===== src/sv/mads_ram.sv =====
module mads_ram #(
   parameter int DEPTH  = 256,
   parameter int WIDTH  = 8,
   parameter int ADDR_W = 8
) (
   input  logic              clock,
   input  logic              wr_en,
   input  logic [ADDR_W-1:0] wr_addr,
   input  logic [WIDTH-1:0]  wr_data,
   input  logic [ADDR_W-1:0] rd_addr,
   output logic [WIDTH-1:0]  rd_data
);

   logic [WIDTH-1:0] mem_ff [DEPTH];
   logic [WIDTH-1:0] rd_data_ff;

   always_ff @(posedge clock) begin
      if (wr_en) begin
         mem_ff[wr_addr] <= wr_data;
      end
      rd_data_ff <= mem_ff[rd_addr];
   end

   assign rd_data = rd_data_ff;

endmodule


===== config.mk =====
export PLATFORM = sky130hd
export DESIGN_NAME = mads_ram
export DESIGN_NICKNAME = d
export VERILOG_FILES = /design/src/sv/mads_ram.sv
export SDC_FILE = /design/constraint.sdc
export NUM_CORES = 2
export LEC_CHECK = 0
export ABC_CLOCK_PERIOD_IN_PS = 7480
export BUFFER_PORTS_ARGS = -buffer_cell sky130_fd_sc_hd__clkbuf_2
export CAP_MARGIN = 20
export CORE_MARGIN = 1
export CORE_UTILIZATION = 60
export CTS_CLUSTER_SIZE = 12
export DETAILED_ROUTE_END_ITERATION = 10
export GPL_ROUTABILITY_DRIVEN = 0
export GPL_TIMING_DRIVEN = 0
export PLACE_DENSITY = 0.76
export SKIP_CTS_REPAIR_TIMING = 1
export SYNTH_ARGS = -nofsm -noshare
export SYNTH_HDL_FRONTEND = slang
export SYNTH_SLANG_ARGS = --single-unit
export TNS_END_PERCENT = 1

===== constraint.sdc =====
create_clock -name clock -period 7.48 [get_ports clock]
set_clock_uncertainty 0.2 [all_clocks]
set_input_delay 0.748 -clock clock [delete_from_list [all_inputs] [get_ports clock]]
set_output_delay 0.748 -clock clock [all_outputs]
set_load 0.01 [all_outputs]

==> out/qor.csv <==
metric,value,unit
cp.arrival,5.35,ns
grt_use_total,35.1,%
yosys.area.top_type,edfxtp_1,
yosysSeqAreaShare,77.5,%
drtIter0Drc,8152,
fp-row-count,133,
final_layout_size_suffix_gt1_share,21.3,%
cts_made_buffers,198,
yosysMostFrequentCell,edfxtp_1,
slew_violations,0,
avgRoutedWirePerCell,39.8,µm
clock_path_buffers,3,
drc,0,
ys_ff_latch,2056,
netlist_area,79600,µm²
worstPathRequired,7.91,ns
grt_pass1_wl,320000,µm
num_vias,43100,
drtAntennaViolNets,1,
syn_nets,3759,
dp_hpwl,152000,µm
coreArea,131000,µm²
crit_path_start_kind,input port,
powerDensity,262,nW/µm²
ir_worst_vdd,284,µV
port_buffers,26,
rsz0062_at_grt,false,
cts_tree,done,
fin_setup_tns,0,ns
fmax,203,MHz
synth_warnings,0,
worstSetupEndpointType,flop,
post-route-period-util,65.8,%
worst_pin_slew,1.31,ns
area_delta_synth_final,10.9,%
synth-async-reset-ratio,0,%
post-route-util,67.1,%
synth_top_area_share,77.3,%
die_w,366,µm
clk_latency,0.86,ns
die-height,366,µm
relSlewSlack,11.8,%
multi_input_area,16400,µm²
die-area,134000,µm²
status,finished with violations,
grt_max_degree,157,
ys.flop_type,edfxtp_1,
synthCells,3733,
cts_max_level,4,
synth_common_cells,"edfxtp_1, mux4_2, nor2_1, mux2i_1, a22oi_1",
finalNetCount,4024,
drt_pre_antenna_iters,8,
critical_path_class,in2reg,
setup_viol,0,
synth_edf_count,2048,
netlist_top_cells_area,"edfxtp_1, mux4_2, mux2i_1",
violations,antenna violations,
hold_path.class,in2reg,
fillers,8039,
clk_pin_slew,0.06,ns
io_pins,34,
initial_core_util,60.5,%
cts_root_buf,clkbuf_16,
drv_cap,0,
tritoncts_num_sinks,2056,
viasPerCell,7.35,
ff_latch_area,61700,µm²
p_leak,27.2,nW
synth_area_per_cell,21.3,µm²
antenna_found_initial,22,
ys_types,55,
min_period,4.92,ns
grt.overflow.total,0,
grt_pass1_vias,41800,
wirelength,234000,µm
cp_max_fo,11,
hold_violations,0,
p_total,0.0231,W
state kept, by name, summed over array words and instances, names as in the netlist:
| register | cells |
|---|---|
| rd_data | 8 |
| mem_ff | 2048 |
path summary, 6_finish.rpt:
path                       start            end  slack, ns  depth (start not counted)
hold / removal        wr_data[7]  mem_ff[62][7]       0.26                          1
setup reg to reg  mem_ff[237][4]     rd_data[4]       4.02                          6
hold reg to reg   mem_ff[226][6]     rd_data[6]       1.16                          5
setup / recovery      rd_addr[3]     rd_data[5]       2.56                          9
metrics by stage:
step	setup slack, ns	std cells	hold WS, ns	cell area, µm²
after global routing	2.95	5844	0.250	88200
after detailed placement	2.20	5545	0.943	82500
after CTS	3.06	5833	0.230	88100
after global placement	1.66	5514	0.939	81900
after floorplan	4.59	3733	0.570	79600
final	2.56	5866	0.258	88200
worst max-delay path, stage by stage:
cell and delay [ns]:
clkbuf_2 0.17, clkbuf_1 0.59, nor2_1 0.65, clkbuf_1 0.98
a22oi_1 0.27, a31oi_1 0.79, nor4_1 0.16, buf_2 0.22
nor4_1 0.75
power by group:
group / internal [W] / switching (W) / leakage (nW)
Clock: 0.00493 / 0.00411 / 2.69
Sequential: 0.0127 / 0.0000106 / 18.5
Combinational: 0.000422 / 0.000957 / 6.00
cell usage in the layout, fill, tap and decap left out, types with 29 or more instances in the layout:
cell type and instances:
clkbuf_1 138, nand3_1 34, a22oi_1 133, clkbuf_2 35, mux4_2 454, buf_2 38
mux2i_1 134, nor2_1 282, nand2_1 33, buf_4 29, o221ai_1 46, edfxtp_1 2048
a21oi_1 96, nor2b_1 31, clkbuf_16 202
routing by layer:
metal / part of all wire, % / vias to the layer above / track usage (%)
met1: 33 / 21800 / 45.6
met3: 15 / 899 / 12.8
met2: 44 / 4156 / 50.2
met4: 8.0 / 24 / 23.2
li1: - / 16200 / -
met5: 0.083 / - / 0
cells by family after synthesis:
family	share of synthesized area [%]
AOI/OAI and AO/OA	3.42
DFF	77.5
and+or+nand+nor	2.63
muxes	14.6
buffers and inverters	1.83
area by class of cell:
| type | count | area share [%] |
|---|---|---|
| clock inverters | 42 | 0.346 |
| plain buffers | 233 | 1.67 |
| flip-flops and latches | 2056 | 69.9 |
| diodes | 25 | 0.0709 |
| multi-input cells | 1442 | 18.6 |
| repair buffers | 65 | 0.974 |
| inverters | 2 | 0.00851 |
| well taps | 1755 | 2.49 |
| clock buffers | 246 | 5.93 |
Power figures use the tool's default switching activity.
