--- src/sv/mads_pkg.sv ---
package mads_pkg;

   localparam int BYTE_W   = 8;
   localparam int BYTE_MAX = 255;
   localparam int ACT_W    = 2;
   localparam int OUT_W    = 17;

   localparam logic [OUT_W-1:0] COST_SAT = 17'h1FFFF;

   localparam logic [ACT_W-1:0] ACT_FIRST   = 2'd0;
   localparam logic [ACT_W-1:0] ACT_SECOND  = 2'd1;
   localparam logic [ACT_W-1:0] ACT_COMPUTE = 2'd2;

   typedef enum logic [2:0] {
      ST_IDLE,
      ST_INIT,
      ST_ROW_RD,
      ST_ROW_HEAD,
      ST_CELL,
      ST_FIN_RD,
      ST_OUT
   } state_type;

endpackage

--- src/sv/mads_cell.sv ---
module mads_cell
   import mads_pkg::*;
#(
   parameter int COST_W = 17
) (
   input  logic [BYTE_W-1:0] a,
   input  logic [BYTE_W-1:0] b,
   input  logic [COST_W-1:0] above,
   input  logic [COST_W-1:0] right,
   input  logic [COST_W-1:0] diag,
   output logic [COST_W-1:0] next_cost
);

   logic [COST_W-1:0] drop_first;
   logic [COST_W-1:0] drop_second;

   always_comb begin
      drop_first  = COST_W'(a) + above;
      drop_second = COST_W'(b) + right;
      if (a == b) begin
         next_cost = diag;
      end else if (drop_first < drop_second) begin
         next_cost = drop_first;
      end else begin
         next_cost = drop_second;
      end
   end

endmodule

--- config.mk ---
export PLATFORM = sky130hd
export DESIGN_NAME = mads_cell
export DESIGN_NICKNAME = d
export VERILOG_FILES = /design/src/sv/mads_pkg.sv /design/src/sv/mads_cell.sv
export SDC_FILE = /design/constraint.sdc
export NUM_CORES = 1
export LEC_CHECK = 0
export ABC_CLOCK_PERIOD_IN_PS = 5390
export BUFFER_PORTS_ARGS = -buffer_cell sky130_fd_sc_hd__buf_2
export CAP_MARGIN = 20
export CORE_MARGIN = 2
export CORE_UTILIZATION = 51
export DETAILED_ROUTE_END_ITERATION = 6
export PLACE_DENSITY = 0.85
export SETUP_SLACK_MARGIN = 0.05
export SYNTH_ARGS = -nofsm -noshare
export SYNTH_HDL_FRONTEND = slang
export SYNTH_SLANG_ARGS = --single-unit
--- constraint.sdc ---
create_clock -name vclk -period 5.39
set_clock_uncertainty 0.2 [all_clocks]
set_input_delay 0.539 -clock vclk [all_inputs]
set_output_delay 0.539 -clock vclk [all_outputs]
set_load 0.01 [all_outputs]
==> reports/metrics.yaml, run 1 <==
syn_area_um2: 1903
wl_per_cell_um: 12.56
rows: 22
synth_most_common_cell: "ha_1"
drtAntennaViolNets: 0
synth_cell_type_count: 42
period_share_pct: 93.48
yosys_warnings: 0
post_drt_via_cell_ratio: 5.521
powerDensity_nw_per_um2: 132.5
rsz0062_at_grt: "no"
ios: 84
arrival_ns: 4.30
nFillCells: 320
insertedDiodeCount: 0
critPathTopFamily: "compound AO/OA/AOI/OAI gates"
regArea_um2: 0
clockBufferCount: 0
core_area_um2: 3633
finalHoldViolCount: 0
antenna_found_initial: 0
die_width_um: 65.09
crit_chain: "buf_2, ha_1, fa_1, a211oi_2, o21bai_2, a2111oi_4, nor3_1, xnor2_1, ha_1, a21o_1, a21o_1, a21oi_1, or2_1, nand3_2, buf_4, mux2_2, a21oi_1, buf_2"
grt_max_degree: 34
ir_worst_vdd_v: 0.00005712
crit_type: "in -> out"
synth_area_leaders: "ha_1 21%, xor2_1 12%, a21oi_1 5.8%"
combPwrFrac_pct: 100.0
power_frac_clock_pct: 0
startpoint_type: "input port"
die_y_um: 65.09
num_vias: 2131
end_kind: "primary output"
slowest_delay_ns: 0.43
fin_crit_ns: 5.038
synth_top_cell_by_area: "ha_1"
internal_power_mw: 0.1444
hpwl_mm: 4.325
avgSynthCellArea_um2: 7.405
maxCapViolCount: 0
postCtsSetupBuffers: 0
status: "completed"
seq_power_share_pct: 0
grt_overflow: 0
leakage_nw: 1.205
drt_iter0_markers: 86
groute.usage.overall_pct: 22.35
area_growth_pct: 24.92
syn_inst: 257
cts_resized: 0
final_core_util_pct: 65.43
fin_nets: 441
worstMarginPinSlew_ns: 0.8309
switching_share_pct: 54.16
synth_seq_area_share_pct: 0
crit_buf_inv: 3
grt_pass1_vias: 1869
holdBufCountCts: 0
numPortBuffers: 84
finalSetupViolations: 0
initial_utilization_pct: 52.38
timing.setup.tns_ns: 0
gp_congestion: 0.9140
drc_errors: 0
drt_pass1_iterations: 4
hold_path.class: "in -> out"
slowest_stage: "fa_1"
grt_pass1_wl_mm: 7.769
drv_slew: 0
p_sw_mw: 0.1706
cp_max_fo: 13
maxSlewHeadroom_pct: 44.47
multi_input_comb_area_um2: 1848
synth_commonest_cells: "32 x ha_1, 25 x nor2_1, 25 x xor2_1"
dieArea_um2: 4236
clock.fmax_ghz: 0.1985
design.seq.count: 0
worstPathRequired_ns: 4.65
synth.top_cell.area_share_pct: 21.04
routed_wl_mm: 4.847
synth_fp_nets: 358
layout-drive-gt1-share_pct: 30.47
-- layout by cell type (no fill, tap or decap), drive strengths merged, types with 5 or more instances in the layout --
master   n
buf     86
ha      32
xor2    26
nor2    25
nand2   24
a21oi   22
and3    13
xnor2   12
nand4   11
inv      9
nor3     8
a21o     7
nand3    7
o21ai    7
and2     6
nand2b   5
a31oi    5
or2      5
-- worst paths after layout --
kind	startpoint	cells after the start	endpoint
worst max-delay path	b[0]	18	next_cost[7]
worst min-delay path	diag[0]	4	next_cost[0]
-- cell families after synthesis --
logic type	Yosys count	share of synthesized area, %
AO/OA/AOI/OAI	57	23.14
multiplexers	5	2.696
XOR/XNOR	38	17.88
adder cells (fa/ha/maj)	34	23.14
buffers and inverters	14	2.893
AND/OR/NAND/NOR	109	30.24
-- metrics by stage --
step | setup WS, ns | hold WS, ns | total power, mW | cells | area [µm²]
after detailed placement | 0.3881 | 1.215 | 0.3123 | 386 | 2377
final | 0.3517 | 1.220 | 0.3150 | 386 | 2377
after CTS | 0.3768 | 1.219 | 0.3139 | 386 | 2377
after global placement | 0.4549 | 1.211 | 0.3056 | 386 | 2377
after global routing | 0.09226 | 1.237 | 0.3525 | 386 | 2377
after floorplan | 0.7576 | 1.019 | 0.2133 | 257 | 1903
-- routing by layer --
layer  GRT usage, %  wire length, µm
met4          3.646               69
met1          30.09             2211
met3         0.1736              347
met2          40.59             2219
met5              0                0
-- power groups by stage --
stage                     sequential, mW  combinational, mW  clock (mW)
final                                  0              0.315           0
after global routing                   0              0.353           0
after CTS                              0              0.314           0
after detailed placement               0              0.312           0
after global placement                 0              0.306           0
after floorplan                        0              0.213           0
-- area by class of cell --
cell class | instances | area share [%]
multi-input cells | 243 | 77.74
repair buffers | 86 | 18.32
well taps | 48 | 2.526
inverters | 9 | 1.421
No activity file was read; power rests on OpenSTA's default activity.
==> inputs of run 2 (changes only) <==
--- a/config.mk
+++ b/config.mk
@@ -11,7 +11,7 @@
 export CORE_MARGIN = 2
 export CORE_UTILIZATION = 51
 export DETAILED_ROUTE_END_ITERATION = 6
-export PLACE_DENSITY = 0.85
+export PLACE_DENSITY = 0.93
 export SETUP_SLACK_MARGIN = 0.05
 export SYNTH_ARGS = -nofsm -noshare
 export SYNTH_HDL_FRONTEND = slang
==> run 2 against run 1 <==
  * Worst setup slack worse by 0.062 ns
  * Worst hold slack got worse by 0.0017 ns
  * Clock-buffer cell count unchanged
  * Via count is 0.89% lower
  * Cell area unchanged
  * Non-clock buffer count did not move
  * Critical path type unchanged
  * Highest routed layer unchanged
==> reports/metrics.yaml, run 2 (synthesis results as in run 1) <==
grt_pass1_wl_mm: 8.107  # +4.4%
grt_max_degree: 34  # unchanged
layout-drive-gt1-share_pct: 30.47  # unchanged
maxCapViolCount: 0  # unchanged
status: "completed"
drt_iter0_markers: 116  # +35%
grt_overflow: 0  # unchanged
groute.usage.overall_pct: 23.19  # +0.84 points
nFillCells: 320  # unchanged
crit_buf_inv: 3  # unchanged
routed_wl_mm: 4.990  # +3.0%
grt_pass1_vias: 1899  # +1.6%
clock.fmax_ghz: 0.1961  # -1.2%
num_vias: 2112  # -0.89%
holdPathEnd: "next_cost[1]"
wl_per_cell_um: 12.93  # +3.0%
numPortBuffers: 84  # unchanged
dp_worst_setup_slack_ns: 0.3606  # -0.02756 ns
hpwl_mm: 4.420  # +2.2%
worstHoldPathCells: 4  # unchanged
drtAntennaViolNets: 0  # unchanged
area_growth_pct: 24.92  # unchanged
regArea_um2: 0  # unchanged
worstPathRequired_ns: 4.65  # about the same
fin_crit_ns: 5.100  # +0.06182 ns
holdBufCountCts: 0  # unchanged
hold_path.class: "in -> out"
drc_errors: 0  # unchanged
timing.setup.tns_ns: 0  # unchanged
clockBufferCount: 0  # unchanged
die_y_um: 65.09  # unchanged
critPathTopFamily: "compound AO/OA/AOI/OAI gates"
rsz0062_at_grt: "no"
postCtsSetupBuffers: 0  # unchanged
period_share_pct: 94.62  # +1.1 points
final_common_cell: "buf_2"
antenna_found_initial: 0  # unchanged
cts_resized: 0  # unchanged
startpoint_type: "input port"
fin_ws_ns: 0.2899  # -0.06182 ns
cp_max_fo: 13  # unchanged
die_width_um: 65.09  # unchanged
fin_nets: 441  # unchanged
slowest_stage: "fa_1"
arrival_ns: 4.36  # +0.06 ns
ios: 84  # unchanged
maxSlewHeadroom_pct: 43.54  # -0.93 points
crit_type: "in -> out"
post_drt_via_cell_ratio: 5.472  # -0.89%
dieArea_um2: 4236  # unchanged
end_kind: "primary output"
worstMarginPinSlew_ns: 0.8449  # +0.01396 ns
insertedDiodeCount: 0  # unchanged
gp_congestion: 0.8636  # -5.5%
finalHoldViolCount: 0  # unchanged
leakage_nw: 1.205  # unchanged
ir_worst_vdd_v: 0.00005851  # +2.4%
drt_pass1_iterations: 4  # unchanged
powerDensity_nw_per_um2: 133.1  # +0.48%
core_area_um2: 3633  # unchanged
finalSetupViolations: 0  # unchanged
final_cell_mix: "84 x buf_2, 32 x ha_1, 25 x nor2_1, 25 x xor2_1, 24 x nand2_1"
design.seq.count: 0  # unchanged
hp-start: "diag[1]"
initial_utilization_pct: 52.38  # unchanged
drv_slew: 0  # unchanged
rows: 22  # unchanged
slowest_delay_ns: 0.44  # about the same
crit_chain: "buf_2, ha_1, fa_1, a211oi_2, o21bai_2, a2111oi_4, nor3_1, xnor2_1, ha_1, a21o_1, a21o_1, a21oi_1, or2_1, nand3_2, buf_4, mux2_2, a21oi_1, buf_2"
## run 2: power breakdown
group | total (mW) | internal (mW) | switching, mW
Combinational | 0.317 | 0.145 | 0.172
Sequential | 0 | 0 | 0
Clock | 0 | 0 | 0
Total | 0.317 | 0.145 | 0.172
## run 2: worst min-delay path, stage by stage
cell and delay [ns]:
buf_2 0.08, nor2_1 0.03, a21oi_1 0.09, buf_2 0.14
## run 2: cell type report
cell class         instances  area, µm²  area share, %
repair buffers            86      435.4          18.32
multi-input cells        243       1848          77.74
well taps                 48      60.06          2.526
inverters                  9      33.78          1.421
## run 2: routing by layer
| layer | up-vias | part of all wire [%] | track usage [%] |
|---|---|---|---|
| met5 | - | 0 | 0 |
| met4 | 0 | 0.32 | 0.5208 |
| met3 | 2 | 5.5 | 0.3472 |
| met2 | 60 | 47 | 43.04 |
| met1 | 942 | 47 | 31.69 |
| li1 | 1108 | - | - |
## run 2: how the worst max path moves through the flow
stage / from / cells past startpoint / endpoint
6_report: b[0] / 18 / next_cost[7]
5_1_grt: b[0] / 18 / next_cost[12]
4_1_cts: b[0] / 18 / next_cost[7]
3_5_place_dp: b[0] / 18 / next_cost[7]
3_3_place_gp: b[0] / 18 / next_cost[7]
2_1_floorplan: b[0] / 16 / next_cost[10]
## run 2: through the flow
step                      area [µm²]  hold slack, ns  instances  power (mW)  utilization, %
after detailed placement        2377           1.212        386      0.3128           65.43
after global placement          2377           1.210        386      0.3051           65.43
after global routing            2377           1.224        386      0.3520           65.43
after CTS                       2377           1.215        386      0.3150           65.43
after floorplan                 1903           1.019        257      0.2133               -
final                           2377           1.218        386      0.3165           65.43
